===== config.mk =====
export PLATFORM = sky130hd
export DESIGN_NAME = flash_sector_geometry_lookup_unit
export DESIGN_NICKNAME = d
export VERILOG_FILES = /design/src/hdl/fsgl_pkg.sv /design/src/hdl/fsgl_cell.sv /design/src/hdl/flash_sector_geometry_lookup_unit.sv
export SDC_FILE = /design/constraint.sdc
export NUM_CORES = 1
export LEC_CHECK = 0
export BUFFER_PORTS_ARGS = -buffer_cell sky130_fd_sc_hd__buf_2
export CAP_MARGIN = 20
export CORE_MARGIN = 4
export CORE_UTILIZATION = 30
export DETAILED_ROUTE_END_ITERATION = 10
export HOLD_SLACK_MARGIN = 0.08
export PLACE_DENSITY = 0.49
export RECOVER_POWER = 25
export SLEW_MARGIN = 15
export SYNTH_ARGS = -nofsm -noshare
export SYNTH_HDL_FRONTEND = slang
export SYNTH_SLANG_ARGS = --single-unit

===== constraint.sdc =====
create_clock -name clk -period 11.05 [get_ports clk]
set_input_delay 0.5525 -clock clk [delete_from_list [all_inputs] [get_ports clk]]
set_output_delay 0.5525 -clock clk [all_outputs]
set_load 0.05 [all_outputs]

===== src/hdl/fsgl_pkg.sv =====
// ----------------------------------------------------------------------------
// fsgl_pkg
// Shared widths, defaults, register indexes and the search token of the
// sector geometry lookup.
// ----------------------------------------------------------------------------
package fsgl_pkg;

	// Defaults of the top level parameters
	localparam int MAP_BITS_DEF       = 32;
	localparam int UNIT_LOG2_DEF      = 12;
	localparam int MAX_WIDTH_LOG2_DEF = 2;

	// Largest map the token has to serve
	localparam int MAP_BITS_MAX = 64;

	// Field widths
	localparam int OFF_W     = 32;
	localparam int SIZE_W    = 20;
	localparam int UNIFORM_W = 19;
	localparam int ADDR_W    = 24;
	localparam int MAP_W     = 32;
	localparam int WLOG_W    = 2;

	// Configuration port
	localparam int CFG_IDX_W  = 3;
	localparam int CFG_DATA_W = 32;

	typedef enum logic [CFG_IDX_W-1:0] {
		REG_UNIFORM   = 3'd0,
		REG_TOTAL     = 3'd1,
		REG_BOOT_LOW  = 3'd2,
		REG_BOOT_HIGH = 3'd3,
		REG_MAP       = 3'd4,
		REG_WLOG      = 3'd5
	} cfg_reg_t;

	// Token fields, sized for the largest map
	localparam int TOK_IDX_W = $clog2(MAP_BITS_MAX);
	localparam int TOK_CNT_W = $clog2(MAP_BITS_MAX + 1);

	// Search token handed from cell to cell
	typedef struct packed {
		logic                 valid;
		logic                 done;   // sector end already found
		logic [TOK_IDX_W-1:0] idx;    // unit index being looked up
		logic [TOK_CNT_W-1:0] gap;    // units since the previous mark
		logic [TOK_CNT_W-1:0] units;  // sector size in units once done
	} tok_t;

endpackage


===== src/hdl/fsgl_cell.sv =====
// ----------------------------------------------------------------------------
// fsgl_cell
// One map position: holds its boot map bit and advances the search token.
// ----------------------------------------------------------------------------
module fsgl_cell #(
	parameter int CELL_IDX = 0
) (
	input  logic            clk,
	input  logic            arst_n,
	input  logic            map_we,
	input  logic            map_bit,
	input  fsgl_pkg::tok_t  tok_i,
	output fsgl_pkg::tok_t  tok_o
);
	import fsgl_pkg::*;

	logic                 mark_q;
	logic                 valid_q;
	tok_t                 tok_q;
	logic [TOK_CNT_W-1:0] gap_inc;
	logic                 hit;

	// distance from the previous mark to this position
	assign gap_inc = tok_i.gap + TOK_CNT_W'(1);
	assign hit     = mark_q && !tok_i.done && (TOK_IDX_W'(CELL_IDX) >= tok_i.idx);

	always_ff @(posedge clk or negedge arst_n) begin
		if (!arst_n) begin
			mark_q  <= 1'b0;
			valid_q <= 1'b0;
		end else begin
			if (map_we) begin
				mark_q <= map_bit;
			end
			valid_q <= tok_i.valid;
		end
	end

	always_ff @(posedge clk) begin
		tok_q.valid <= 1'b0;
		tok_q.idx   <= tok_i.idx;
		tok_q.done  <= tok_i.done | hit;
		tok_q.units <= hit ? gap_inc : tok_i.units;
		tok_q.gap   <= mark_q ? '0 : gap_inc;
	end

	always_comb begin
		tok_o       = tok_q;
		tok_o.valid = valid_q;
	end

endmodule


===== src/hdl/flash_sector_geometry_lookup_unit.sv =====
// ----------------------------------------------------------------------------
// flash_sector_geometry_lookup_unit
// Maps a flash byte offset to the size and aligned base of its erase sector.
// ----------------------------------------------------------------------------
// Usage:
//  - Input channel in_valid/in_stall carries byte_offset. A transaction is
//    taken when in_valid is high and in_stall is low.
//  - Output channel out_valid/out_stall carries sector_bytes, sector_start,
//    in_boot_area and found, held steady while out_stall is high.
//  - Configuration writes use cfg_valid/cfg_ready with cfg_index/cfg_data;
//    cfg_ready is always high. Write registers only while the block is idle.
//  - Every lookup walks a token through a row of MAP_BITS cells, one cell
//    per cycle, each cell holding one boot map bit. One lookup is in flight
//    at a time: a new offset is taken only once the last result has moved
//    into the output register.
//  - The finished result sits in the output register; the next offset is
//    taken while it waits. A stalled receiver holds a later result in a
//    one-entry holding register, and input stays stalled until it moves.
//  - Reset clears the configuration (width_log2 to 2), empties the chain
//    and drops out_valid.
// ----------------------------------------------------------------------------
module flash_sector_geometry_lookup_unit #(
	parameter int MAP_BITS       = fsgl_pkg::MAP_BITS_DEF,
	parameter int UNIT_LOG2      = fsgl_pkg::UNIT_LOG2_DEF,
	parameter int MAX_WIDTH_LOG2 = fsgl_pkg::MAX_WIDTH_LOG2_DEF
) (
	input  logic                              clk,
	input  logic                              arst_n,
	input  logic                              cfg_valid,
	output logic                              cfg_ready,
	input  logic [fsgl_pkg::CFG_IDX_W-1:0]    cfg_index,
	input  logic [fsgl_pkg::CFG_DATA_W-1:0]   cfg_data,
	input  logic                              in_valid,
	output logic                              in_stall,
	input  logic [fsgl_pkg::OFF_W-1:0]        byte_offset,
	output logic                              out_valid,
	input  logic                              out_stall,
	output logic [fsgl_pkg::SIZE_W-1:0]       sector_bytes,
	output logic [fsgl_pkg::OFF_W-1:0]        sector_start,
	output logic                              in_boot_area,
	output logic                              found
);
	import fsgl_pkg::*;

	localparam int SHW   = $clog2(UNIT_LOG2 + MAX_WIDTH_LOG2 + 1);
	localparam int SZ_A  = TOK_CNT_W + UNIT_LOG2 + MAX_WIDTH_LOG2;
	localparam int SZ_B  = (SZ_A > UNIFORM_W) ? SZ_A : UNIFORM_W;
	localparam int SZW   = (SZ_B > SIZE_W) ? SZ_B : SIZE_W;

	typedef enum logic [1:0] {
		ST_IDLE,
		ST_WALK,
		ST_DONE
	} state_t;

	// configuration
	logic [UNIFORM_W-1:0] uniform_q;
	logic [ADDR_W-1:0]    total_q;
	logic [ADDR_W-1:0]    boot_low_q;
	logic [ADDR_W-1:0]    boot_high_q;
	logic [WLOG_W-1:0]    wlog_q;

	state_t               state_q;

	// lookup context
	logic [OFF_W-1:0]     off_q;
	logic                 in_boot_q;
	logic                 use_boot_q;
	logic                 past_end_q;
	logic                 idx_ok_q;
	logic [SHW-1:0]       shift_q;

	// holding register
	logic [SZW-1:0]       res_size_q;
	logic [OFF_W-1:0]     res_start_q;
	logic                 res_boot_q;

	// output register
	logic                 out_valid_q;
	logic [SIZE_W-1:0]    out_bytes_q;
	logic [OFF_W-1:0]     out_start_q;
	logic                 out_boot_q;
	logic                 out_found_q;

	logic                 cfg_we;
	logic                 in_acc;
	logic                 out_free;
	logic [WLOG_W-1:0]    wlog_eff;
	logic [SHW-1:0]       shift;
	logic                 in_boot;
	logic                 use_boot;
	logic                 past_end;
	logic [ADDR_W-1:0]    boot_rel;
	logic [ADDR_W-1:0]    unit_idx;
	logic                 idx_ok;
	logic [TOK_CNT_W-1:0] units;
	logic [SZW-1:0]       size;
	logic [OFF_W-1:0]     start;

	tok_t                 tok [MAP_BITS+1];
	tok_t                 tail;

	assign cfg_ready = 1'b1;
	assign cfg_we    = cfg_valid & cfg_ready;
	assign in_stall  = (state_q != ST_IDLE);
	assign in_acc    = in_valid & ~in_stall;
	assign out_free  = ~out_valid_q | ~out_stall;

	// ---- front: range tests and unit index ----
	assign wlog_eff = (wlog_q > WLOG_W'(MAX_WIDTH_LOG2)) ? WLOG_W'(MAX_WIDTH_LOG2) : wlog_q;
	assign shift    = SHW'(UNIT_LOG2) + SHW'(wlog_eff);
	assign in_boot  = (byte_offset >= OFF_W'(boot_low_q)) &&
	                  (byte_offset <  OFF_W'(boot_high_q));
	assign use_boot = in_boot && (uniform_q >= UNIFORM_W'(1 << UNIT_LOG2));
	assign past_end = (byte_offset >= OFF_W'(total_q));
	// only meaningful inside the boot area, where the offset fits 24 bits
	assign boot_rel = byte_offset[ADDR_W-1:0] - boot_low_q;
	assign unit_idx = boot_rel >> shift;
	assign idx_ok   = (unit_idx < ADDR_W'(MAP_BITS));

	always_comb begin
		tok[0]       = '0;
		tok[0].valid = in_acc;
		tok[0].idx   = unit_idx[TOK_IDX_W-1:0];
	end

	// ---- cell row ----
	for (genvar i = 0; i < MAP_BITS; i++) begin : g_cell
		logic map_bit;
		if (i < MAP_W) begin : g_used
			assign map_bit = cfg_data[i];
		end else begin : g_unused
			assign map_bit = 1'b0;
		end

		fsgl_cell #(
			.CELL_IDX (i)
		) u_cell (
			.clk     (clk),
			.arst_n  (arst_n),
			.map_we  (cfg_we && (cfg_index == REG_MAP)),
			.map_bit (map_bit),
			.tok_i   (tok[i]),
			.tok_o   (tok[i+1])
		);
	end

	assign tail = tok[MAP_BITS];

	// ---- back: size and aligned base ----
	assign units = idx_ok_q ? tail.units : '0;

	always_comb begin
		if (use_boot_q) begin
			size = SZW'(units) << shift_q;
		end else if (past_end_q) begin
			size = '0;
		end else begin
			size = SZW'(uniform_q);
		end
	end

	assign start = (size != '0) ? (off_q & ~(OFF_W'(size) - OFF_W'(1))) : '1;

	// ---- configuration registers ----
	always_ff @(posedge clk or negedge arst_n) begin
		if (!arst_n) begin
			uniform_q   <= '0;
			total_q     <= '0;
			boot_low_q  <= '0;
			boot_high_q <= '0;
			wlog_q      <= WLOG_W'(2);
		end else if (cfg_we) begin
			unique case (cfg_index)
				REG_UNIFORM:   uniform_q   <= cfg_data[UNIFORM_W-1:0];
				REG_TOTAL:     total_q     <= cfg_data[ADDR_W-1:0];
				REG_BOOT_LOW:  boot_low_q  <= cfg_data[ADDR_W-1:0];
				REG_BOOT_HIGH: boot_high_q <= cfg_data[ADDR_W-1:0];
				REG_WLOG:      wlog_q      <= cfg_data[WLOG_W-1:0];
				default: ;
			endcase
		end
	end

	// ---- lookup control and output register ----
	always_ff @(posedge clk or negedge arst_n) begin
		if (!arst_n) begin
			state_q     <= ST_IDLE;
			out_valid_q <= 1'b0;
		end else begin
			// a finished lookup reloads the output register below
			if (out_valid_q && !out_stall && state_q != ST_DONE) begin
				out_valid_q <= 1'b0;
			end
			unique case (state_q)
				ST_IDLE: begin
					if (in_acc) begin
						state_q <= ST_WALK;
					end
				end
				ST_WALK: begin
					if (tail.valid) begin
						state_q <= ST_DONE;
					end
				end
				ST_DONE: begin
					if (out_free) begin
						out_valid_q <= 1'b1;
						state_q     <= ST_IDLE;
					end
				end
				default: state_q <= ST_IDLE;
			endcase
		end
	end

	always_ff @(posedge clk) begin
		if (in_acc) begin
			off_q      <= byte_offset;
			in_boot_q  <= in_boot;
			use_boot_q <= use_boot;
			past_end_q <= past_end;
			idx_ok_q   <= idx_ok;
			shift_q    <= shift;
		end
		if (state_q == ST_WALK && tail.valid) begin
			res_size_q  <= size;
			res_start_q <= start;
			res_boot_q  <= in_boot_q;
		end
		if (state_q == ST_DONE && out_free) begin
			out_bytes_q <= res_size_q[SIZE_W-1:0];
			out_start_q <= res_start_q;
			out_boot_q  <= res_boot_q;
			out_found_q <= (res_size_q != '0);
		end
	end

	assign out_valid    = out_valid_q;
	assign sector_bytes = out_bytes_q;
	assign sector_start = out_start_q;
	assign in_boot_area = out_boot_q;
	assign found        = out_found_q;

	// ---- assertions ----
	a_tail_in_walk: assert property (@(posedge clk) disable iff (!arst_n)
		tail.valid |-> (state_q == ST_WALK))
		else $error("token left the cell row outside a walk");

	a_none_all_ones: assert property (@(posedge clk) disable iff (!arst_n)
		(out_valid && !found) |-> (sector_start == '1))
		else $error("missing sector without all-ones base");

	a_out_from_done: assert property (@(posedge clk) disable iff (!arst_n)
		$rose(out_valid_q) |-> $past(state_q == ST_DONE))
		else $error("result presented without a finished lookup");

endmodule


## Word-level counts from Yosys, hierarchy flattened

Index checks and enable logic that the tools add are counted.

- Add/sub/neg operators: 34
- Magnitude comparators: 38
- Equality and inequality tests: 11
- Shift operators: 2
- Muxes and demuxes: 44
- Bitwise gates (word level): 37
- Reductions and logical operators: 113

Operator list:

| kind | count |
|---|---|
| 7-bit two-way mux | 32 |
| 7-bit by 1-bit adder with 7-bit output (second input constant) | 31 |
| 5-bit by 6-bit >= comparator with 1-bit output (first input constant) | 16 |
| 1-bit logical AND | 70 |
| 32-bit by 24-bit >= comparator with 1-bit output | 2 |
| 4-bit by 6-bit >= comparator with 1-bit output (first input constant) | 8 |
| 21-bit nonzero test | 2 |
| 32-bit AND | 1 |
| 1-bit logical NOT | 32 |
| 32-bit by 24-bit less-than comparator with 1-bit output | 1 |
| 32-bit inverter | 1 |
| 1-bit bitwise OR | 31 |
| 3-bit by 6-bit >= comparator with 1-bit output (first input constant) | 4 |
| 24-bit by 6-bit less-than comparator with 1-bit output (second input constant) | 1 |
| 24-bit by 4-bit >> shifter with 24-bit output | 1 |
| 24-bit subtractor | 1 |
| 21-bit by 1-bit subtractor with 22-bit output (second input constant) | 1 |
| 21-bit two-way mux | 1 |
| 7-bit by 4-bit << shifter with 21-bit output | 1 |
| 19-bit by 13-bit >= comparator with 1-bit output (second input constant) | 1 |
| 19-bit two-way mux | 1 |
| 1-bit by 6-bit >= comparator with 1-bit output (first input constant) | 2 |
| 2-bit by 6-bit >= comparator with 1-bit output (first input constant) | 2 |
| 2-bit AND reduction | 5 |
| 18 further kinds | 31 |

- Register bits: 966
- Input bits: 72
- Logic and storage cells: 488

## Longest topological paths before layout

- Depth in word-level cells: 7
- Mapped depth: 12
- Depth with buffers taken out: 12

## Cells and area by module

A second synthesis with hierarchy kept.

- Cell total of the unflattened synthesis: 2928
- Area total of the unflattened synthesis: 35730.5 µm²

By module, submodules not included:

| module | times used | cells each | area an instance (µm²) | sequential area each (µm²) |
|---|---|---|---|---|
| flash_sector_geometry_lookup_unit | 1 | 960 | 11586.1 | 6787.8 |
| fsgl_cell (g_cell[0].u_cell ...) | 2 | 60 | 768.2 | 470.5 |
| fsgl_cell (g_cell[5].u_cell ...) | 2 | 60 | 760.7 | 470.5 |
| fsgl_cell (g_cell[11].u_cell ...) | 2 | 60 | 759.5 | 470.5 |
| fsgl_cell (g_cell[10].u_cell) | 1 | 63 | 803.3 | 470.5 |
| fsgl_cell (g_cell[17].u_cell) | 1 | 61 | 782.0 | 470.5 |
| fsgl_cell (g_cell[6].u_cell) | 1 | 61 | 777.0 | 470.5 |
| fsgl_cell (g_cell[23].u_cell) | 1 | 61 | 774.5 | 470.5 |
| fsgl_cell (g_cell[24].u_cell) | 1 | 61 | 773.2 | 470.5 |
| fsgl_cell (g_cell[4].u_cell) | 1 | 60 | 772.0 | 470.5 |
| fsgl_cell (g_cell[12].u_cell) | 1 | 61 | 768.2 | 470.5 |
| fsgl_cell (g_cell[13].u_cell) | 1 | 61 | 765.7 | 470.5 |
| fsgl_cell (g_cell[1].u_cell) | 1 | 60 | 764.5 | 470.5 |
| fsgl_cell (g_cell[8].u_cell) | 1 | 60 | 763.2 | 470.5 |
| 16 more rows | n/a | n/a | n/a | n/a |

## Worst setup path before layout

OpenSTA, ideal clock, no wires.

- Kind: register to register
- From: register out_valid_q, in the netlist out_valid
- To: register out_found_q, in the netlist found, enable pin
- Arrival: 3.244 ns
- Required time: 10.566 ns
- Slack: 7.322 ns
- Cell stages (with the launch flop): 2
- Period minus slack after synthesis: 3.728 ns
- Path through: dfrtp_1 -> a21oi_1

- Longest elaborated chain between the ends: 3

Ends and longest elaborated chain:

| item | line | text |
|---|---|---|
| from (decl) | flash_sector_geometry_lookup_unit.sv:79 | `logic out_valid_q;` |
| from (signal assigned) | flash_sector_geometry_lookup_unit.sv:189 | `out_valid_q <= 1'b0;` |
| from (signal assigned) | flash_sector_geometry_lookup_unit.sv:193 | `out_valid_q <= 1'b0;` |
| from (signal assigned) | flash_sector_geometry_lookup_unit.sv:208 | `out_valid_q <= 1'b1;` |
| 1-bit inverter | flash_sector_geometry_lookup_unit.sv:107 | `assign out_free = ~out_valid_q \| ~out_stall;` |
| 1-bit bitwise OR | flash_sector_geometry_lookup_unit.sv:107 |  |
| 1-bit logical AND | flash_sector_geometry_lookup_unit.sv:231 | `if (state_q == ST_DONE && out_free) begin` |
| to (signal assigned) | flash_sector_geometry_lookup_unit.sv:235 | `out_found_q <= (res_size_q != '0);` |
| to (decl) | flash_sector_geometry_lookup_unit.sv:83 | `logic out_found_q;` |

Every way passes these cells.
A chain may end at the register's enable or synchronous reset.

## Worst setup path after layout

- From: input byte_offset[0] (netlist bit)
- To: register idx_ok_q, data pin

- Longest elaborated chain between the ends: 3

Ends and longest elaborated chain:

| item | line | text |
|---|---|---|
| from (decl) | flash_sector_geometry_lookup_unit.sv:35 | `input logic [fsgl_pkg::OFF_W-1:0] byte_offset,` |
| 24-bit subtractor | flash_sector_geometry_lookup_unit.sv:117 | `assign boot_rel = byte_offset[ADDR_W-1:0] - boot_low_q;` |
| 24-bit by 4-bit >> shifter with 24-bit output | flash_sector_geometry_lookup_unit.sv:118 | `assign unit_idx = boot_rel >> shift;` |
| 24-bit by 6-bit less-than comparator with 1-bit output | flash_sector_geometry_lookup_unit.sv:119 | `assign idx_ok = (unit_idx < ADDR_W'(MAP_BITS));` |
| named net idx_ok | flash_sector_geometry_lookup_unit.sv:95 | `logic idx_ok;` |
| to (signal assigned) | flash_sector_geometry_lookup_unit.sv:223 | `idx_ok_q <= idx_ok;` |
| to (decl) | flash_sector_geometry_lookup_unit.sv:70 | `logic idx_ok_q;` |

The timed path passes the listed nets, and every way through them passes these cells.

==> impl_metrics.toml <==
[synthesis]
yosysSeqAreaShare_pct = 63.8
synth_cell_types = 72
netlist_instances = 2748
synthArstFlopShare_pct = 18.1
yosys-top-cells-area = "dfxtp_1 (37%), edfxtp_1 (14%), dfrtp_1 (13%)"
synth_top_area_share_pct = 37.0
synth_edf_count = 146
postSynthAreaPerCell_um2 = 11.4
yosysWarnings = 0
synth_nets = 2923
ys.flop_type = "dfxtp_1"
ys_ff_latch = 882
syn_area_mm2 = 0.0312
synth_top_area_cell = "dfxtp_1"

[timing]
relSlewSlack_pct = 28.1
maxSlewViolCount = 0
skew_ns = 0.0226
worst_pin_slew_ns = 1.06
rsz0062_at_grt = "false"
hold_violations = 0
period_share_pct = 32.6
fmaxAchievable_mhz = 278
fin_tns_setup_ns = 0
finalSetupViolations = 0
whs_ns = 0.149
min_period_ns = 3.60

[global_routing]
antenna_found_initial = 10
grt-ovfl-total = 0
grt_pass1_vias = 19084
grt_max_degree = 91
track_usage_pct = 12.4
grt_pass1_wl_um = 106000

[drt]
first_pass_iters = 5
drc = 0
vias_per_cell = 4.39
wire_per_inst_um = 15.4
vias = 19094
ant_nets = 0
wirelength_um = 66900
drt_iter0_markers = 1032

[cts]
clkLatencyLatePin_ns = 0.65
htree_levels = 3
cts_tree = "built"
cts.clk_slew.worst_paths_ns = 0.06
cts_resized = 0
clockRootBuffer = "clkbuf_16"
clkSinkCount = 882
max-clock-path-buffers = 3
cts_buffers = 89

[die]
die-area_mm2 = 0.109
die_y_um = 330
core_mm2 = 0.103
core.rowCount = 118
ioPinCount = 129
fp.dieW_um = 330
initial_core_util_pct = 30.2

[worst_setup_path]
arrival_ns = 4.07
cp_max_fo = 4
worst_ep_required_time_ns = 11.52
start_kind = "input pin"
cp-end-kind = "flop"
worstSetupPathType = "input pin to flop"

[final_layout]
drive_above_1_share_pct = 13.2
postLayoutCellArea_mm2 = 0.0364
utilization_pct = 35.3
areaGrowthSynthToFinish_pct = 16.8
final_nets = 3072

[placement]
io_buffers = 127
dp_hpwl_um = 48900
post_dp_cell_area_mm2 = 0.0334
gp_congestion = 0.840

[worst_hold_path]
hp-class = "input pin to flop"

[power]
p_per_area_mw_per_mm2 = 239
power_uw = 8700
ir_drop_mv = 0.114
leakagePower_uw = 0.0147

[flow_run]
cap_violations = 0

[run_status]
status = "completed"
-- stage by stage --
| step | setup WS (ns) | instances |
|---|---|---|
| 2_1_floorplan | 7.32 | 2748 |
| 5_1_grt | 7.24 | 4350 |
| 3_3_place_gp | 7.33 | 4178 |
| 4_1_cts | 7.49 | 4350 |
| 6_report | 7.45 | 4354 |
| 3_5_place_dp | 7.35 | 4178 |
-- final timing paths --
kind	from	cells past startpoint	to	slack [ns]
max in group asynchronous	arst_n	3	g_cell[31].u_cell.mark_q	9.00
worst min register to register	g_cell[9].u_cell.tok_o[15]	0	g_cell[10].u_cell.tok_o[15]	0.31
worst max register to register	use_boot_q	8	res_start_q[27]	7.61
worst max-delay path	byte_offset[0]	14	idx_ok_q	7.45
worst min-delay path	cfg_data[30]	2	g_cell[30].u_cell.mark_q	0.15
min in group asynchronous	arst_n	2	boot_high_q[4]	0.56
-- metal layers --
layer	GRT usage (%)	vias to the layer above	wire (um)
met5	0	-	13
met4	3.14	2	1330
met3	2.56	100	2980
met2	19.5	328	29600
met1	17.3	8984	33000
li1	-	9680	-
-- critical path, stage by stage --
cell           delay (ns)
dlygate4sd3_1        0.52
buf_2                0.11
inv_1                0.06
ha_1                 0.22
fa_1                 0.40
and2b_1              0.27
o22a_1               0.19
mux2i_1              0.09
a22o_1               0.25
nor4b_1              0.29
o2111ai_1            0.18
a2111oi_0            0.53
nand4_1              0.15
nor4_1               0.24
-- layout by cell type, fill, tap and decap left out, types with 72 or more instances in the layout --
cell type | synthesis | routed
dfxtp_1 | 576 | 576
nor2_1 | 279 | 277
nand2_1 | 254 | 254
o21ai_0 | 216 | 216
dfrtp_1 | 159 | 159
edfxtp_1 | 146 | 146
nand3_1 | 114 | 114
mux2_2 | 111 | 111
inv_1 | 110 | 110
ha_1 | 102 | 102
buf_2 | 6 | 97
clkbuf_16 | 0 | 92
xor2_1 | 84 | 84
xnor2_1 | 74 | 74
a21oi_1 | 73 | 72
-- cell usage after synthesis (3+ instances only) --
| library cell | count |
|---|---|
| dfxtp_1 | 576 |
| nor2_1 | 279 |
| nand2_1 | 254 |
| o21ai_0 | 216 |
| dfrtp_1 | 159 |
| edfxtp_1 | 146 |
| nand3_1 | 114 |
| mux2_2 | 111 |
| inv_1 | 110 |
| ha_1 | 102 |
| xor2_1 | 84 |
| clkbuf_1 | 79 |
| xnor2_1 | 74 |
| a21oi_1 | 73 |
| a21o_1 | 47 |
| nand2b_1 | 43 |
| nor2b_1 | 41 |
| and3_1 | 36 |
| nand4_1 | 16 |
| nor3_1 | 14 |
| nor4_1 | 14 |
| nor4b_1 | 12 |
| mux2i_1 | 10 |
| o211ai_1 | 9 |
| or2_2 | 8 |
| a211oi_1 | 7 |
| a22oi_1 | 7 |
| o21a_1 | 7 |
| o31ai_1 | 7 |
| and2_1 | 6 |
| buf_2 | 6 |
| o22ai_1 | 6 |
| a31oi_1 | 4 |
| buf_6 | 4 |
| nor3b_1 | 4 |
| o32ai_1 | 4 |
| a2111oi_0 | 3 |
| a21boi_0 | 3 |
| and4_1 | 3 |
| o221ai_1 | 3 |
| or4_1 | 3 |
-- sequential cells by signal, summed over array words and instances (netlist names), 19 cells and up --
name / cells
boot_low_q: 24
g_cell.u_cell.mark_q: 32
off_q: 32
res_start_q: 32
sector_bytes: 20
g_cell.u_cell.tok_o: 576
boot_high_q: 24
total_q: 24
sector_start: 32
uniform_q: 19
res_size_q: 21
g_cell.u_cell.valid_q: 32
-- cells by family (layout without fill, tap and decap cells) --
logic type / count (synthesis) / in the layout / share of synthesized area [%]
DFF: 882 / 882 / 63.8
muxes: 123 / 123 / 4.42
buffers and inverters: 204 / 426 / 2.60
AOI/OAI and AO/OA: 417 / 417 / 7.83
adders and majority gates: 103 / 103 / 4.15
and+or+nand+nor: 859 / 859 / 12.7
other: 2 / 6 / 0.0241
xor gates and xnor gates: 158 / 158 / 4.44
-- report_power, final --
part | internal [uW] | switching, uW | total (uW)
Combinational | 586 | 668 | 1250
Clock | 1810 | 1230 | 3050
Sequential | 4000 | 403 | 4400
-- final cells by class --
| type | count | area, um2 |
|---|---|---|
| Inverter | 110 | 413 |
| Timing Repair Buffer | 152 | 816 |
| Antenna cell | 4 | 10.0 |
| Tap cell | 1380 | 1730 |
| Clock buffer | 131 | 2620 |
| Fill cell | 10420 | 66900 |
| Multi-Input combinational cell | 1662 | 10500 |
| Sequential cell | 882 | 19900 |
| Clock inverter | 33 | 400 |
-- timing repair --
action	CTS	global route
hold buffers	8	0
setup buffers	0	0
hold endpoints to repair	96	0
Power figures use the tool's default switching activity.
